$ cat src/hdl/heater_pid_duty_controller_defines.svh
// ----------------------------------------------------------------------------
// heater_pid_duty_controller_defines
// Assertion macros shared by the heater PID duty controller RTL. Each macro
// expects signals named clk and rst_n in the module that uses it.
// ----------------------------------------------------------------------------
`ifndef HEATER_PID_DUTY_CONTROLLER_DEFINES_SVH
`define HEATER_PID_DUTY_CONTROLLER_DEFINES_SVH

// Same-cycle implication, disabled during reset
`define HPID_ASSERT_IMP(label, ante, cons) \
  label: assert property (@(posedge clk) disable iff (!rst_n) (ante) |-> (cons)) \
    else $error("heater pid: same-cycle check failed");

// Next-cycle implication, disabled during reset
`define HPID_ASSERT_NXT(label, ante, cons) \
  label: assert property (@(posedge clk) disable iff (!rst_n) (ante) |=> (cons)) \
    else $error("heater pid: next-cycle check failed");

`endif

$ cat src/hdl/hpid_pkg.sv
// ----------------------------------------------------------------------------
// hpid_pkg
// Widths, register indexes, reset values and the configuration bundle of
// the heater PID duty controller.
// ----------------------------------------------------------------------------
package hpid_pkg;

  // Field widths
  localparam int TEMP_W    = 16;
  localparam int TICK_W    = 16;
  localparam int GAIN_W    = 24;
  localparam int DUTY_W    = 8;
  localparam int MODE_W    = 2;

  // Configuration port
  localparam int CFG_IDX_W  = 3;
  localparam int CFG_DATA_W = 24;

  localparam logic [CFG_IDX_W-1:0] REG_PID_ENABLE  = 3'd0;
  localparam logic [CFG_IDX_W-1:0] REG_MANUAL_DUTY = 3'd1;
  localparam logic [CFG_IDX_W-1:0] REG_TICK_PERIOD = 3'd2;
  localparam logic [CFG_IDX_W-1:0] REG_TARGET_TEMP = 3'd3;
  localparam logic [CFG_IDX_W-1:0] REG_PROP_GAIN   = 3'd4;
  localparam logic [CFG_IDX_W-1:0] REG_INTEG_GAIN  = 3'd5;
  localparam logic [CFG_IDX_W-1:0] REG_DERIV_GAIN  = 3'd6;

  // Reset values of the registers that are not zero
  localparam logic              PID_ENABLE_RST  = 1'b1;
  localparam logic [TICK_W-1:0] TICK_PERIOD_RST = 16'd100;

  // Result mode codes
  localparam logic [MODE_W-1:0] MODE_MANUAL = 2'd0;
  localparam logic [MODE_W-1:0] MODE_IDLE   = 2'd1;
  localparam logic [MODE_W-1:0] MODE_PID    = 2'd2;

  localparam logic [DUTY_W-1:0] DUTY_MAX = 8'd255;

  // Datapath widths
  localparam int DIFF_W  = TEMP_W + 1;          // target - measured
  localparam int ERR_W   = 34;                  // tick_period * diff
  localparam int DLT_W   = ERR_W + 1;           // error - previous error
  localparam int INTEG_W = 48;
  localparam int MUL_A_W = GAIN_W + 1;          // holds gain or zero-extended tick
  localparam int MUL_B_W = 18;                  // one slice of the multiplicand
  localparam int MUL_P_W = MUL_A_W + MUL_B_W;
  localparam int LO_W    = MUL_B_W - 1;         // unsigned low slice
  localparam int ACC_W   = 60;                  // gain * delta, exact
  localparam int FRAC_W  = 16;
  localparam int TERM_W  = ACC_W - FRAC_W;
  localparam int IG_W    = INTEG_W + 2;
  localparam int SUM_W   = IG_W + 1;

  // Configuration register bundle
  typedef struct packed {
    logic                     pid_enable;
    logic [DUTY_W-1:0]        manual_duty;
    logic [TICK_W-1:0]        tick_period;
    logic signed [TEMP_W-1:0] target_temp;
    logic signed [GAIN_W-1:0] prop_gain;
    logic signed [GAIN_W-1:0] integ_gain;
    logic signed [GAIN_W-1:0] deriv_gain;
  } cfg_t;

endpackage

$ cat src/hdl/hpid_cfg.sv
// ----------------------------------------------------------------------------
// hpid_cfg
// Configuration register file: one write per cycle, unknown indexes dropped.
// ----------------------------------------------------------------------------
module hpid_cfg (
  input  logic                             clk,
  input  logic                             rst_n,
  input  logic                             cfg_we,
  input  logic [hpid_pkg::CFG_IDX_W-1:0]   cfg_index,
  input  logic [hpid_pkg::CFG_DATA_W-1:0]  cfg_wdata,
  output hpid_pkg::cfg_t                   cfg
);
  import hpid_pkg::*;

  cfg_t cfg_r;

  // Write the addressed register, drop writes beyond the list
  always_ff @(posedge clk) begin
    if (!rst_n) begin
      cfg_r.pid_enable  <= PID_ENABLE_RST;
      cfg_r.manual_duty <= '0;
      cfg_r.tick_period <= TICK_PERIOD_RST;
      cfg_r.target_temp <= '0;
      cfg_r.prop_gain   <= '0;
      cfg_r.integ_gain  <= '0;
      cfg_r.deriv_gain  <= '0;
    end else if (cfg_we) begin
      case (cfg_index)
        REG_PID_ENABLE:  cfg_r.pid_enable  <= cfg_wdata[0];
        REG_MANUAL_DUTY: cfg_r.manual_duty <= cfg_wdata[DUTY_W-1:0];
        REG_TICK_PERIOD: cfg_r.tick_period <= cfg_wdata[TICK_W-1:0];
        REG_TARGET_TEMP: cfg_r.target_temp <= signed'(cfg_wdata[TEMP_W-1:0]);
        REG_PROP_GAIN:   cfg_r.prop_gain   <= signed'(cfg_wdata[GAIN_W-1:0]);
        REG_INTEG_GAIN:  cfg_r.integ_gain  <= signed'(cfg_wdata[GAIN_W-1:0]);
        REG_DERIV_GAIN:  cfg_r.deriv_gain  <= signed'(cfg_wdata[GAIN_W-1:0]);
        default: ;
      endcase
    end
  end

  assign cfg = cfg_r;

endmodule

$ cat src/hdl/hpid_mul.sv
// ----------------------------------------------------------------------------
// hpid_mul
// Shared signed 25 x 18 multiplier with a registered product.
// ----------------------------------------------------------------------------
module hpid_mul (
  input  logic                                clk,
  input  logic signed [hpid_pkg::MUL_A_W-1:0] mul_a,
  input  logic signed [hpid_pkg::MUL_B_W-1:0] mul_b,
  output logic signed [hpid_pkg::MUL_P_W-1:0] prod_r
);
  import hpid_pkg::*;

  // Register the product every cycle
  always_ff @(posedge clk) begin
    prod_r <= MUL_P_W'(mul_a) * MUL_P_W'(mul_b);
  end

endmodule

$ cat src/hdl/heater_pid_duty_controller.sv
// ----------------------------------------------------------------------------
// heater_pid_duty_controller
// Turns one temperature sample per control tick into an 8-bit heater duty
// using a PID law with a clamped integral, or a manual or idle-mode duty.
// ----------------------------------------------------------------------------
// One word in, one word out. A manual-mode or idle-mode word is accepted and
// its result goes to the result registers, then to the output register once
// that is empty or being taken. A PID word runs DLT, then MLO, MHI, ACC and
// FIN per gain term, then SUM and PUT: one shared signed 25 x 18 multiplier
// is used seven times (once for the scaled error, twice per gain term, each
// gain product split into a low and a high slice of the error, or of the
// error change for the derivative), with an accumulate and a floor step per
// term and a clamp on the integral. in_ready is high only while the
// sequencer is idle, so a word is taken only after the last has left it;
// a result waiting in the output register does not block the next one.
`include "heater_pid_duty_controller_defines.svh"

module heater_pid_duty_controller (
  input  logic                               clk,
  input  logic                               rst_n,
  // input channel
  input  logic                               in_valid,
  output logic                               in_ready,
  input  logic signed [hpid_pkg::TEMP_W-1:0] in_measured_temp,
  input  logic                               in_session_running,
  // result channel
  output logic                               out_valid,
  input  logic                               out_ready,
  output logic [hpid_pkg::DUTY_W-1:0]        out_duty,
  output logic [hpid_pkg::MODE_W-1:0]        out_mode_taken,
  output logic                               out_clamped,
  // configuration port
  input  logic                               cfg_we,
  input  logic [hpid_pkg::CFG_IDX_W-1:0]     cfg_index,
  input  logic [hpid_pkg::CFG_DATA_W-1:0]    cfg_wdata
);
  import hpid_pkg::*;

  // Sequencer states
  localparam logic [2:0] ST_IDLE = 3'd0;
  localparam logic [2:0] ST_DLT  = 3'd1;
  localparam logic [2:0] ST_MLO  = 3'd2;
  localparam logic [2:0] ST_MHI  = 3'd3;
  localparam logic [2:0] ST_ACC  = 3'd4;
  localparam logic [2:0] ST_FIN  = 3'd5;
  localparam logic [2:0] ST_SUM  = 3'd6;
  localparam logic [2:0] ST_PUT  = 3'd7;

  // Gain term being worked on
  localparam logic [1:0] TERM_P = 2'd0;
  localparam logic [1:0] TERM_I = 2'd1;
  localparam logic [1:0] TERM_D = 2'd2;

  cfg_t cfg;

  logic [2:0]                 state_r,     state_nxt;
  logic [1:0]                 term_sel_r,  term_sel_nxt;
  logic signed [ERR_W-1:0]    prev_r,      prev_nxt;
  logic [INTEG_W-1:0]         integ_r,     integ_nxt;
  logic signed [DLT_W-1:0]    dlt_r,       dlt_nxt;
  logic signed [ACC_W-1:0]    acc_r,       acc_nxt;
  logic signed [IG_W-1:0]     term_r,      term_nxt;
  logic signed [SUM_W-1:0]    sum_r,       sum_nxt;
  logic [DUTY_W-1:0]          res_duty_r,  res_duty_nxt;
  logic [MODE_W-1:0]          res_mode_r,  res_mode_nxt;
  logic                       res_clamp_r, res_clamp_nxt;
  logic                       out_valid_r, out_valid_nxt;
  logic [DUTY_W-1:0]          out_duty_r,  out_duty_nxt;
  logic [MODE_W-1:0]          out_mode_r,  out_mode_nxt;
  logic                       out_clamp_r, out_clamp_nxt;

  logic signed [MUL_A_W-1:0]  mul_a;
  logic signed [MUL_B_W-1:0]  mul_b;
  logic signed [MUL_P_W-1:0]  prod_r;
  logic signed [DIFF_W-1:0]   diff;
  logic signed [ERR_W-1:0]    err;
  logic signed [GAIN_W-1:0]   gain;
  logic signed [DLT_W-1:0]    xop;
  logic signed [TERM_W-1:0]   tq;
  logic signed [IG_W-1:0]     ig_sum;
  logic [INTEG_W-1:0]         ig_clamp;
  logic signed [SUM_W-1:0]    total;
  logic                       accept;
  logic                       put_go;

  hpid_cfg u_cfg (
    .clk       (clk),
    .rst_n     (rst_n),
    .cfg_we    (cfg_we),
    .cfg_index (cfg_index),
    .cfg_wdata (cfg_wdata),
    .cfg       (cfg)
  );

  hpid_mul u_mul (
    .clk    (clk),
    .mul_a  (mul_a),
    .mul_b  (mul_b),
    .prod_r (prod_r)
  );

  assign in_ready = (state_r == ST_IDLE);
  assign accept   = in_valid && in_ready;
  assign put_go   = (state_r == ST_PUT) && (!out_valid_r || out_ready);

  // Select the gain and the multiplicand of the current term
  always_comb begin
    case (term_sel_r)
      TERM_P:  gain = cfg.prop_gain;
      TERM_I:  gain = cfg.integ_gain;
      default: gain = cfg.deriv_gain;
    endcase
    xop = (term_sel_r == TERM_D) ? dlt_r : DLT_W'(prev_r);
  end

  // Drive the shared multiplier: scaled error while idle, gain slices later
  always_comb begin
    diff = DIFF_W'(cfg.target_temp) - DIFF_W'(in_measured_temp);
    case (state_r)
      ST_IDLE: begin
        mul_a = signed'(MUL_A_W'(cfg.tick_period));
        mul_b = MUL_B_W'(diff);
      end
      ST_MLO: begin
        mul_a = MUL_A_W'(gain);
        mul_b = signed'({1'b0, xop[LO_W-1:0]});
      end
      default: begin
        mul_a = MUL_A_W'(gain);
        mul_b = signed'(xop[DLT_W-1:LO_W]);
      end
    endcase
  end

  // Floor the product, clamp the integral, sum the terms
  always_comb begin
    err    = signed'(prod_r[ERR_W-1:0]);
    tq     = TERM_W'(acc_r >>> FRAC_W);
    ig_sum = IG_W'(signed'({1'b0, integ_r})) + IG_W'(tq);
    if (ig_sum[IG_W-1]) begin
      ig_clamp = '0;
    end else if (|ig_sum[IG_W-2:INTEG_W]) begin
      ig_clamp = '1;
    end else begin
      ig_clamp = ig_sum[INTEG_W-1:0];
    end
    total = sum_r + SUM_W'(term_r);
  end

  // Sequencer and datapath next values
  always_comb begin
    state_nxt     = state_r;
    term_sel_nxt  = term_sel_r;
    prev_nxt      = prev_r;
    integ_nxt     = integ_r;
    dlt_nxt       = dlt_r;
    acc_nxt       = acc_r;
    term_nxt      = term_r;
    sum_nxt       = sum_r;
    res_duty_nxt  = res_duty_r;
    res_mode_nxt  = res_mode_r;
    res_clamp_nxt = res_clamp_r;
    case (state_r)
      ST_IDLE: begin
        if (accept) begin
          if (!cfg.pid_enable) begin
            res_duty_nxt  = cfg.manual_duty;
            res_mode_nxt  = MODE_MANUAL;
            res_clamp_nxt = 1'b0;
            state_nxt     = ST_PUT;
          end else if (!in_session_running) begin
            res_duty_nxt  = '0;
            res_mode_nxt  = MODE_IDLE;
            res_clamp_nxt = 1'b0;
            state_nxt     = ST_PUT;
          end else begin
            state_nxt = ST_DLT;
          end
        end
      end
      ST_DLT: begin
        // store the new error and the error change
        prev_nxt     = err;
        dlt_nxt      = DLT_W'(err) - DLT_W'(prev_r);
        term_nxt     = '0;
        sum_nxt      = '0;
        term_sel_nxt = TERM_P;
        state_nxt    = ST_MLO;
      end
      ST_MLO: begin
        sum_nxt   = total;
        state_nxt = ST_MHI;
      end
      ST_MHI: begin
        acc_nxt   = ACC_W'(prod_r);
        state_nxt = ST_ACC;
      end
      ST_ACC: begin
        acc_nxt   = acc_r + (ACC_W'(prod_r) <<< LO_W);
        state_nxt = ST_FIN;
      end
      ST_FIN: begin
        if (term_sel_r == TERM_I) begin
          integ_nxt = ig_clamp;
          term_nxt  = IG_W'(signed'({1'b0, ig_clamp}));
        end else begin
          term_nxt = IG_W'(tq);
        end
        if (term_sel_r == TERM_D) begin
          state_nxt = ST_SUM;
        end else begin
          term_sel_nxt = term_sel_r + 2'd1;
          state_nxt    = ST_MLO;
        end
      end
      ST_SUM: begin
        // clamp the PID sum to the duty range
        res_mode_nxt = MODE_PID;
        if (total[SUM_W-1]) begin
          res_duty_nxt  = '0;
          res_clamp_nxt = 1'b1;
        end else if (|total[SUM_W-2:DUTY_W]) begin
          res_duty_nxt  = DUTY_MAX;
          res_clamp_nxt = 1'b1;
        end else begin
          res_duty_nxt  = total[DUTY_W-1:0];
          res_clamp_nxt = 1'b0;
        end
        state_nxt = ST_PUT;
      end
      ST_PUT: begin
        if (put_go) begin
          state_nxt = ST_IDLE;
        end
      end
      default: state_nxt = ST_IDLE;
    endcase
  end

  // Output register: load on hand-over, drop when taken
  always_comb begin
    out_valid_nxt = out_valid_r;
    out_duty_nxt  = out_duty_r;
    out_mode_nxt  = out_mode_r;
    out_clamp_nxt = out_clamp_r;
    if (put_go) begin
      out_valid_nxt = 1'b1;
      out_duty_nxt  = res_duty_r;
      out_mode_nxt  = res_mode_r;
      out_clamp_nxt = res_clamp_r;
    end else if (out_ready) begin
      out_valid_nxt = 1'b0;
    end
  end

  // Control and stored terms
  always_ff @(posedge clk) begin
    if (!rst_n) begin
      state_r     <= ST_IDLE;
      term_sel_r  <= TERM_P;
      prev_r      <= '0;
      integ_r     <= '0;
      out_valid_r <= 1'b0;
    end else begin
      state_r     <= state_nxt;
      term_sel_r  <= term_sel_nxt;
      prev_r      <= prev_nxt;
      integ_r     <= integ_nxt;
      out_valid_r <= out_valid_nxt;
    end
  end

  // Working and result payload
  always_ff @(posedge clk) begin
    dlt_r       <= dlt_nxt;
    acc_r       <= acc_nxt;
    term_r      <= term_nxt;
    sum_r       <= sum_nxt;
    res_duty_r  <= res_duty_nxt;
    res_mode_r  <= res_mode_nxt;
    res_clamp_r <= res_clamp_nxt;
    out_duty_r  <= out_duty_nxt;
    out_mode_r  <= out_mode_nxt;
    out_clamp_r <= out_clamp_nxt;
  end

  assign out_valid      = out_valid_r;
  assign out_duty       = out_duty_r;
  assign out_mode_taken = out_mode_r;
  assign out_clamped    = out_clamp_r;

  // Checks
  `HPID_ASSERT_NXT(a_accept_leaves_idle, accept, state_r == ST_DLT || state_r == ST_PUT)
  `HPID_ASSERT_IMP(a_clamp_only_pid, out_valid_r && out_mode_r != MODE_PID, !out_clamp_r)
  `HPID_ASSERT_IMP(a_clamp_at_rail, out_valid_r && out_clamp_r, out_duty_r == '0 || out_duty_r == DUTY_MAX)
  `HPID_ASSERT_IMP(a_idle_zero_duty, out_valid_r && out_mode_r == MODE_IDLE, out_duty_r == '0)
  `HPID_ASSERT_IMP(a_prev_err_update, prev_r != $past(prev_r), $past(state_r) == ST_DLT)

endmodule

$ cat config.mk
export PLATFORM = sky130hd
export DESIGN_NAME = heater_pid_duty_controller
export DESIGN_NICKNAME = d
export VERILOG_FILES = /design/src/hdl/hpid_pkg.sv /design/src/hdl/hpid_cfg.sv /design/src/hdl/hpid_mul.sv /design/src/hdl/heater_pid_duty_controller.sv
export VERILOG_INCLUDE_DIRS = /design/src /design/src/hdl
export SDC_FILE = /design/constraint.sdc
export NUM_CORES = 2
export LEC_CHECK = 0
export BUFFER_PORTS_ARGS = -buffer_cell sky130_fd_sc_hd__buf_2
export CAP_MARGIN = 10
export CORE_MARGIN = 8
export CORE_UTILIZATION = 66
export CTS_CLUSTER_DIAMETER = 50
export DETAILED_ROUTE_END_ITERATION = 8
export PLACE_DENSITY = 0.89
export SYNTH_ARGS = -nofsm -noshare
export SYNTH_HDL_FRONTEND = slang
export SYNTH_SLANG_ARGS = --single-unit
$ cat constraint.sdc
create_clock -name clk -period 11.55 [get_ports clk]
set_input_delay 1.155 -clock clk [delete_from_list [all_inputs] [get_ports clk]]
set_output_delay 1.155 -clock clk [all_outputs]
set_load 0.02 [all_outputs]
# After elaboration in Yosys (flattened, before gate mapping)
# Index checks and enable logic that the tools add are counted.
dict set report op_classes {
  add_sub_neg 6
  multipliers 1
  n_div 0
  n_lt_le_gt_ge 0
  eq_ne 19
  shift 0
  mux 36
  n_bitwise 0
  reduce_logical 24
}
# cell count
set ops {}
lappend ops {{60-bit case mux with 2 select lines} 1}
lappend ops {{51-bit case mux with 2 select lines} 1}
lappend ops {{50-bit case mux with 2 select lines} 1}
lappend ops {{48-bit 2-to-1 mux} 2}
lappend ops {{60-bit adder} 1}
lappend ops {{51-bit by 50-bit adder with 51-bit output} 1}
lappend ops {{49-bit by 44-bit adder with 50-bit output} 1}
lappend ops {{50-bit 2-to-1 mux} 1}
lappend ops {{24-bit case mux with 2 select lines} 1}
lappend ops {{25-bit by 18-bit multiplier with 43-bit output} 1}
lappend ops {{42-bit OR reduction} 1}
lappend ops {{8-bit 2-to-1 mux} 5}
lappend ops {{18-bit case mux with 2 select lines} 1}
lappend ops {{35-bit 2-to-1 mux} 1}
lappend ops {{34-bit by 34-bit subtractor with 35-bit output} 1}
lappend ops {{25-bit 2-to-1 mux} 1}
lappend ops {{3-bit case mux with 8 select lines} 1}
lappend ops {{3-bit == test, second input constant} 7}
lappend ops {{2-bit AND reduction} 10}
lappend ops {{16-bit by 16-bit subtractor with 17-bit output} 1}
lappend ops {{8-bit case mux with 2 select lines} 1}
lappend ops {{3-bit 2-to-1 mux} 5}
lappend ops {{3-bit by 2-bit == test with 1-bit output, second input constant} 4}
lappend ops {{2-bit nonzero test} 5}
lappend ops {{17 further kinds} 31}
dict set report word_totals {
  reg_bits 462
  latchBits 0
  ramBits 0
  romBits 0
  input_bits 49
  word_cells 109
  mem_count 0
}

# Longest topological paths before layout
dict set report depth {
  ltp_word 5
  ltp_mapped 38
  depth_no_buf 37
}

# Cells and area by module
# A second synthesis with hierarchy kept.
dict set report hier_totals {
  cells_unflattened 4889
  area_unflattened_um2 43755.7
}
# module instances cells_per_inst area_each_um2 seq_area_each_um2
set modules_own_cells {}
lappend modules_own_cells {heater_pid_duty_controller 1 2641 22611.7 7797.5}
lappend modules_own_cells {hpid_mul 1 1844 16895.0 860.8}
lappend modules_own_cells {hpid_cfg 1 404 4249.1 2262.2}

# Worst setup path before layout
# OpenSTA, ideal clock, no wires.
dict set report synth_path {
  kind {input -> register}
  start {in in_measured_temp[0] (netlist name)}
  end {reg u_mul.prod_r[39] (netlist name)}
  setup_time_ns 0.072
  arrival_ns 9.275
  required_time_ns 11.478
  slack_ns 2.203
  path_stages 35
  n_path_buf 1
  cell_sequence {ha_1 fa_1 nor2b_1 o21ai_0 a21boi_0 o21ai_0 a21boi_0 o21ai_0 a21oi_1 o211a_1 o21ai_0 a211oi_1 clkbuf_1 nand2_1 fa_1 inv_1 fa_1 fa_1 fa_1 fa_1 inv_1 fa_1 inv_1 ha_1 a21o_1 a21o_1 a21o_1 a21o_1 a21oi_1 and3b_1 a21oi_1 a2111o_1 a31o_2 a21oi_1 xnor2_1}
}
dict set report synth_between {
  elab_chain_cells 3
}
# item line_no
set synth_lines {}
lappend synth_lines {{from (decl)} heater_pid_duty_controller.sv:24} ;# input logic signed [hpid_pkg::TEMP_W-1:0] in_measured_temp,
lappend synth_lines {{16-bit by 16-bit subtractor with 17-bit output} heater_pid_duty_controller.sv:118} ;# diff = DIFF_W'(cfg.target_temp) - DIFF_W'(in_measured_temp);
lappend synth_lines {{18-bit case mux with 2 select lines} heater_pid_duty_controller.sv:119} ;# case (state_r)
lappend synth_lines {{25-bit by 18-bit multiplier with 43-bit output} hpid_mul.sv:15} ;# prod_r <= MUL_P_W'(mul_a) * MUL_P_W'(mul_b);
lappend synth_lines {{to (signal assigned)} hpid_mul.sv:15}
lappend synth_lines {{to (decl)} hpid_mul.sv:9} ;# output logic signed [hpid_pkg::MUL_P_W-1:0] prod_r
# No other way between the ends.
# A chain may end at the register's enable or synchronous reset.

# Worst setup path in the final report
dict set report layout_path {
  start {in in_measured_temp[0] (netlist name)}
  end {reg u_mul.prod_r[30] (netlist name)}
}
# The elaborated chain is that of the path after synthesis.

==> impl_metrics.json <==
{
  "synth-xor-area-share_pct": 3.800,
  "worst_setup_path_endpoint": "u_mul.prod_r[30]$_DFF_P_",
  "postCtsSetupBuffers": 0,
  "floorplan.die_area_mm2": 0.07299,
  "worstSetupStartpoint": "in_measured_temp[0]",
  "yosysWarnings": 0,
  "critPathMostFrequentCell": "sky130_fd_sc_hd__fa_1",
  "tritoncts": "yes",
  "slew_viol_final": 0,
  "reg2reg_from": "u_cfg.cfg[72]$_SDFFE_PN0P_",
  "yosys_most_used_dff": "sky130_fd_sc_hd__dfxtp_1",
  "irDropWorstVdd_mv": 0.4767,
  "yosys.area_share.adder_pct": 29.23,
  "floorplan.die.height_um": 270.2,
  "synth_compound_gate_area_share_pct": 16.14,
  "worstSetupStartpointType": "primary input",
  "htree_levels": 2,
  "setup.reg_to_reg.worst_slack_ns": 2.03,
  "finalClockSkew_ns": 0.04162,
  "dr_total_vias": 36570,
  "timing.rr.end": "u_mul.prod_r[30]$_DFF_P_",
  "initial_utilization_pct": 66.50,
  "post_layout_nonfiller_instances": 5822,
  "hold_violations": 0,
  "dieWidth_um": 270.2,
  "fmax_mhz": 101.7,
  "critical_path_class": "primary input to flop",
  "synth.area.top_cells": "sky130_fd_sc_hd__fa_1 20%, sky130_fd_sc_hd__edfxtp_1 14%, sky130_fd_sc_hd__dfxtp_1 11%, sky130_fd_sc_hd__ha_1 8.8%, sky130_fd_sc_hd__nand2_1 7.5%",
  "post_cts_resize_count": 0,
  "final_net_count": 5710,
  "synth_largest_area_cell": "sky130_fd_sc_hd__fa_1",
  "wire_per_inst_um": 20.35,
  "final.setup.tns_ns": 0,
  "max-slew-margin-rel_pct": 11.10,
  "ctsRootBufferMaster": "sky130_fd_sc_hd__clkbuf_16",
  "portBuffers": 61,
  "grt_overflow": 0,
  "synth.lib_cells_used.distinct": 101,
  "worst_case_reg_to_reg_path_depth": 35,
  "synth_fp_nets": 5734,
  "yosys.area_share.simple_pct": 17.21,
  "gp_routability_congestion": 0.9625,
  "finalWirelength_um": 118500,
  "synth_top_family_by_area": "adder cells",
  "syn_area_mm2": 0.04264,
  "critPathRequiredTime_ns": 12.02,
  "post-synth-top-area-fraction_pct": 20.42,
  "worst_path_max_delay_cell": "sky130_fd_sc_hd__o21a_1",
  "rsz0062_at_grt": "false",
  "insertion_delay_ns": 0.61,
  "globalRouteTotalUtil_pct": 31.70,
  "max-cap-violations": 0,
  "worst_path_largest_cell_delay_ns": 0.79,
  "power_w": 0.01234,
  "p_per_area_mw_per_mm2": 271.2,
  "power.static_leakage_nw": 20.30,
  "drt_iter0_markers": 3867,
  "cts.sink_count": 445,
  "wire_length_of_the_first_global_routing_pass_um": 188800,
  "clock_path_buffers": 3,
  "worst_ep_arrival_time_ns": 10.30,
  "setup_viol": 0,
  "dr.pass1.iters": 6,
  "synth.ff_latch_count": 445,
  "end_kind": "flop",
  "fin_crit_sh_pct": 85.13,
  "asyncSetResetFlopFracSynth_pct": 0,
  "synthMostInstantiatedCell": "sky130_fd_sc_hd__nand2_1",
  "synth_area_per_cell_um2": 8.614,
  "worstHoldPathType": "flop to flop",
  "ys_top_cells_by_count": "854 x sky130_fd_sc_hd__nand2_1, 612 x sky130_fd_sc_hd__inv_1, 435 x sky130_fd_sc_hd__fa_1, 363 x sky130_fd_sc_hd__a21oi_1, 300 x sky130_fd_sc_hd__ha_1",
  "grt_start_max_net_pins": 113,
  "synth.mux.area_fraction_pct": 0.8011,
  "drt_drc_violations_left": 0,
  "antenna_violating_nets_post_route": 0,
  "period_needed_ns": 9.832,
  "final_layout_size_suffix_gt1_share_pct": 5.598,
  "worst-path-max-fanout": 25,
  "placement.cell_area_mm2": 0.04379,
  "tritoncts.num_buffers": 49,
  "worst_setup_hold_path_clk_slew_ns": 0.06,
  "design.core.area_mm2": 0.06412,
  "num_io_pins": 62,
  "synth_edf_count": 201,
  "worst_slew_pin_slew_ns": 1.334,
  "final_area_mm2": 0.04549,
  "dp.cells": 5729,
  "layout-area-overhead-vs-synth_pct": 6.679,
  "num_rows": 93,
  "outcome": "completed",
  "yosysSeqAreaShare_pct": 25.61,
  "post_synth_inst_count": 4950,
  "via_per_inst": 6.281,
  "cts_hold_buffers": 0,
  "hpwlAfterDp_um": 90630,
  "antenna_found_initial": 2,
  "first_global_vias": 36500
}
-- sequential cells by signal, indices dropped and copies added (netlist names), 3 cells and up --
signal	cells
prev_r	34
acc_r	44
sum_r	51
res_duty_r	8
out_duty	8
state_r	3
integ_r	48
u_cfg.cfg	113
term_r	49
u_mul.prod_r	43
dlt_r	35
-- metal layers --
| metal | vias to the layer above | part of all wire [%] | global-route usage (%) |
|---|---|---|---|
| met3 | 482 | 9.5 | 5.151 |
| met5 | - | 0.011 | 0 |
| met4 | 2 | 6.8 | 18.74 |
| li1 | 16520 | - | - |
| met2 | 2006 | 47 | 53.10 |
| met1 | 17560 | 37 | 38.47 |
-- per-stage QoR --
stage	hold slack, ns	util, %	setup WS [ns]
4_1_cts	0.4219	70.92	1.864
3_5_place_dp	0.4062	68.30	1.269
6_report	0.4281	70.95	1.718
3_3_place_gp	0.4058	68.30	1.580
5_1_grt	0.4271	70.94	1.043
2_1_floorplan	0.4003	-	2.203
-- logic make-up (layout without fill, tap and decap cells) --
group,count (synthesis),in the layout
AO/OA/AOI/OAI,1107,1107
XOR/XNOR,185,185
adder cells (fa/ha/maj),735,735
buffers and inverters,813,829
flip-flops,445,445
multiplexers,34,34
other,0,1
AND/OR/NAND/NOR,1631,1631
-- worst min path at each step --
stage / start / to / depth (start not counted)
6_report: res_mode_r[0]$_SDFFCE_PP0P_ / out_mode_taken[0]$_DFFE_PP_ / 0
5_1_grt: res_duty_r[0]$_DFFE_PP_ / out_duty[0]$_DFFE_PP_ / 0
4_1_cts: res_duty_r[3]$_DFFE_PP_ / out_duty[3]$_DFFE_PP_ / 0
3_5_place_dp: res_duty_r[0]$_DFFE_PP_ / out_duty[0]$_DFFE_PP_ / 0
3_3_place_gp: res_clamp_r$_SDFFCE_PN0P_ / out_clamped$_DFFE_PP_ / 0
2_1_floorplan: res_clamp_r$_SDFFCE_PN0P_ / out_clamped$_DFFE_PP_ / 0
-- cell usage in the layout, fill, tap and decap left out, drive strengths merged, types with 59 or more instances in the layout --
cell type,n
a21o,112
a21oi,366
and2,69
and3,59
buf,123
clkbuf,63
dfxtp,244
edfxtp,201
fa,435
ha,300
inv,621
nand2,854
nand3,94
nor2,278
nor2b,68
nor3,61
o21ai,295
xnor2,113
xor2,72
-- critical path: cells and delay by family --
kind,cells,cell delay (ns)
buffers and inverters,4,0.29
AO/OA/AOI/OAI,18,4.29
adder cells (fa/ha/maj),9,3.83
AND/OR/NAND/NOR,4,0.72
-- layout make-up --
cell class,count,area [µm²]
clock buffer,63,1391
fill,4585,18630
clock inverter,28,291.5
tap,855,1070
inverter,615,2311
multi-input combinational,3692,28730
sequential,445,10920
timing repair buffer,123,774.5
antenna,1,2.502
-- report_power, final --
group | leakage [nW] | total [W] | switching, W | internal, W
combinational | 15.6 | 0.00841 | 0.00502 | 0.00338
clock | 0.827 | 0.00162 | 0.000692 | 0.000931
sequential | 3.89 | 0.00231 | 0.000254 | 0.00205
total | 20.3 | 0.0123 | 0.00597 | 0.00637
Note: power is estimated with default switching activity, not from simulation.
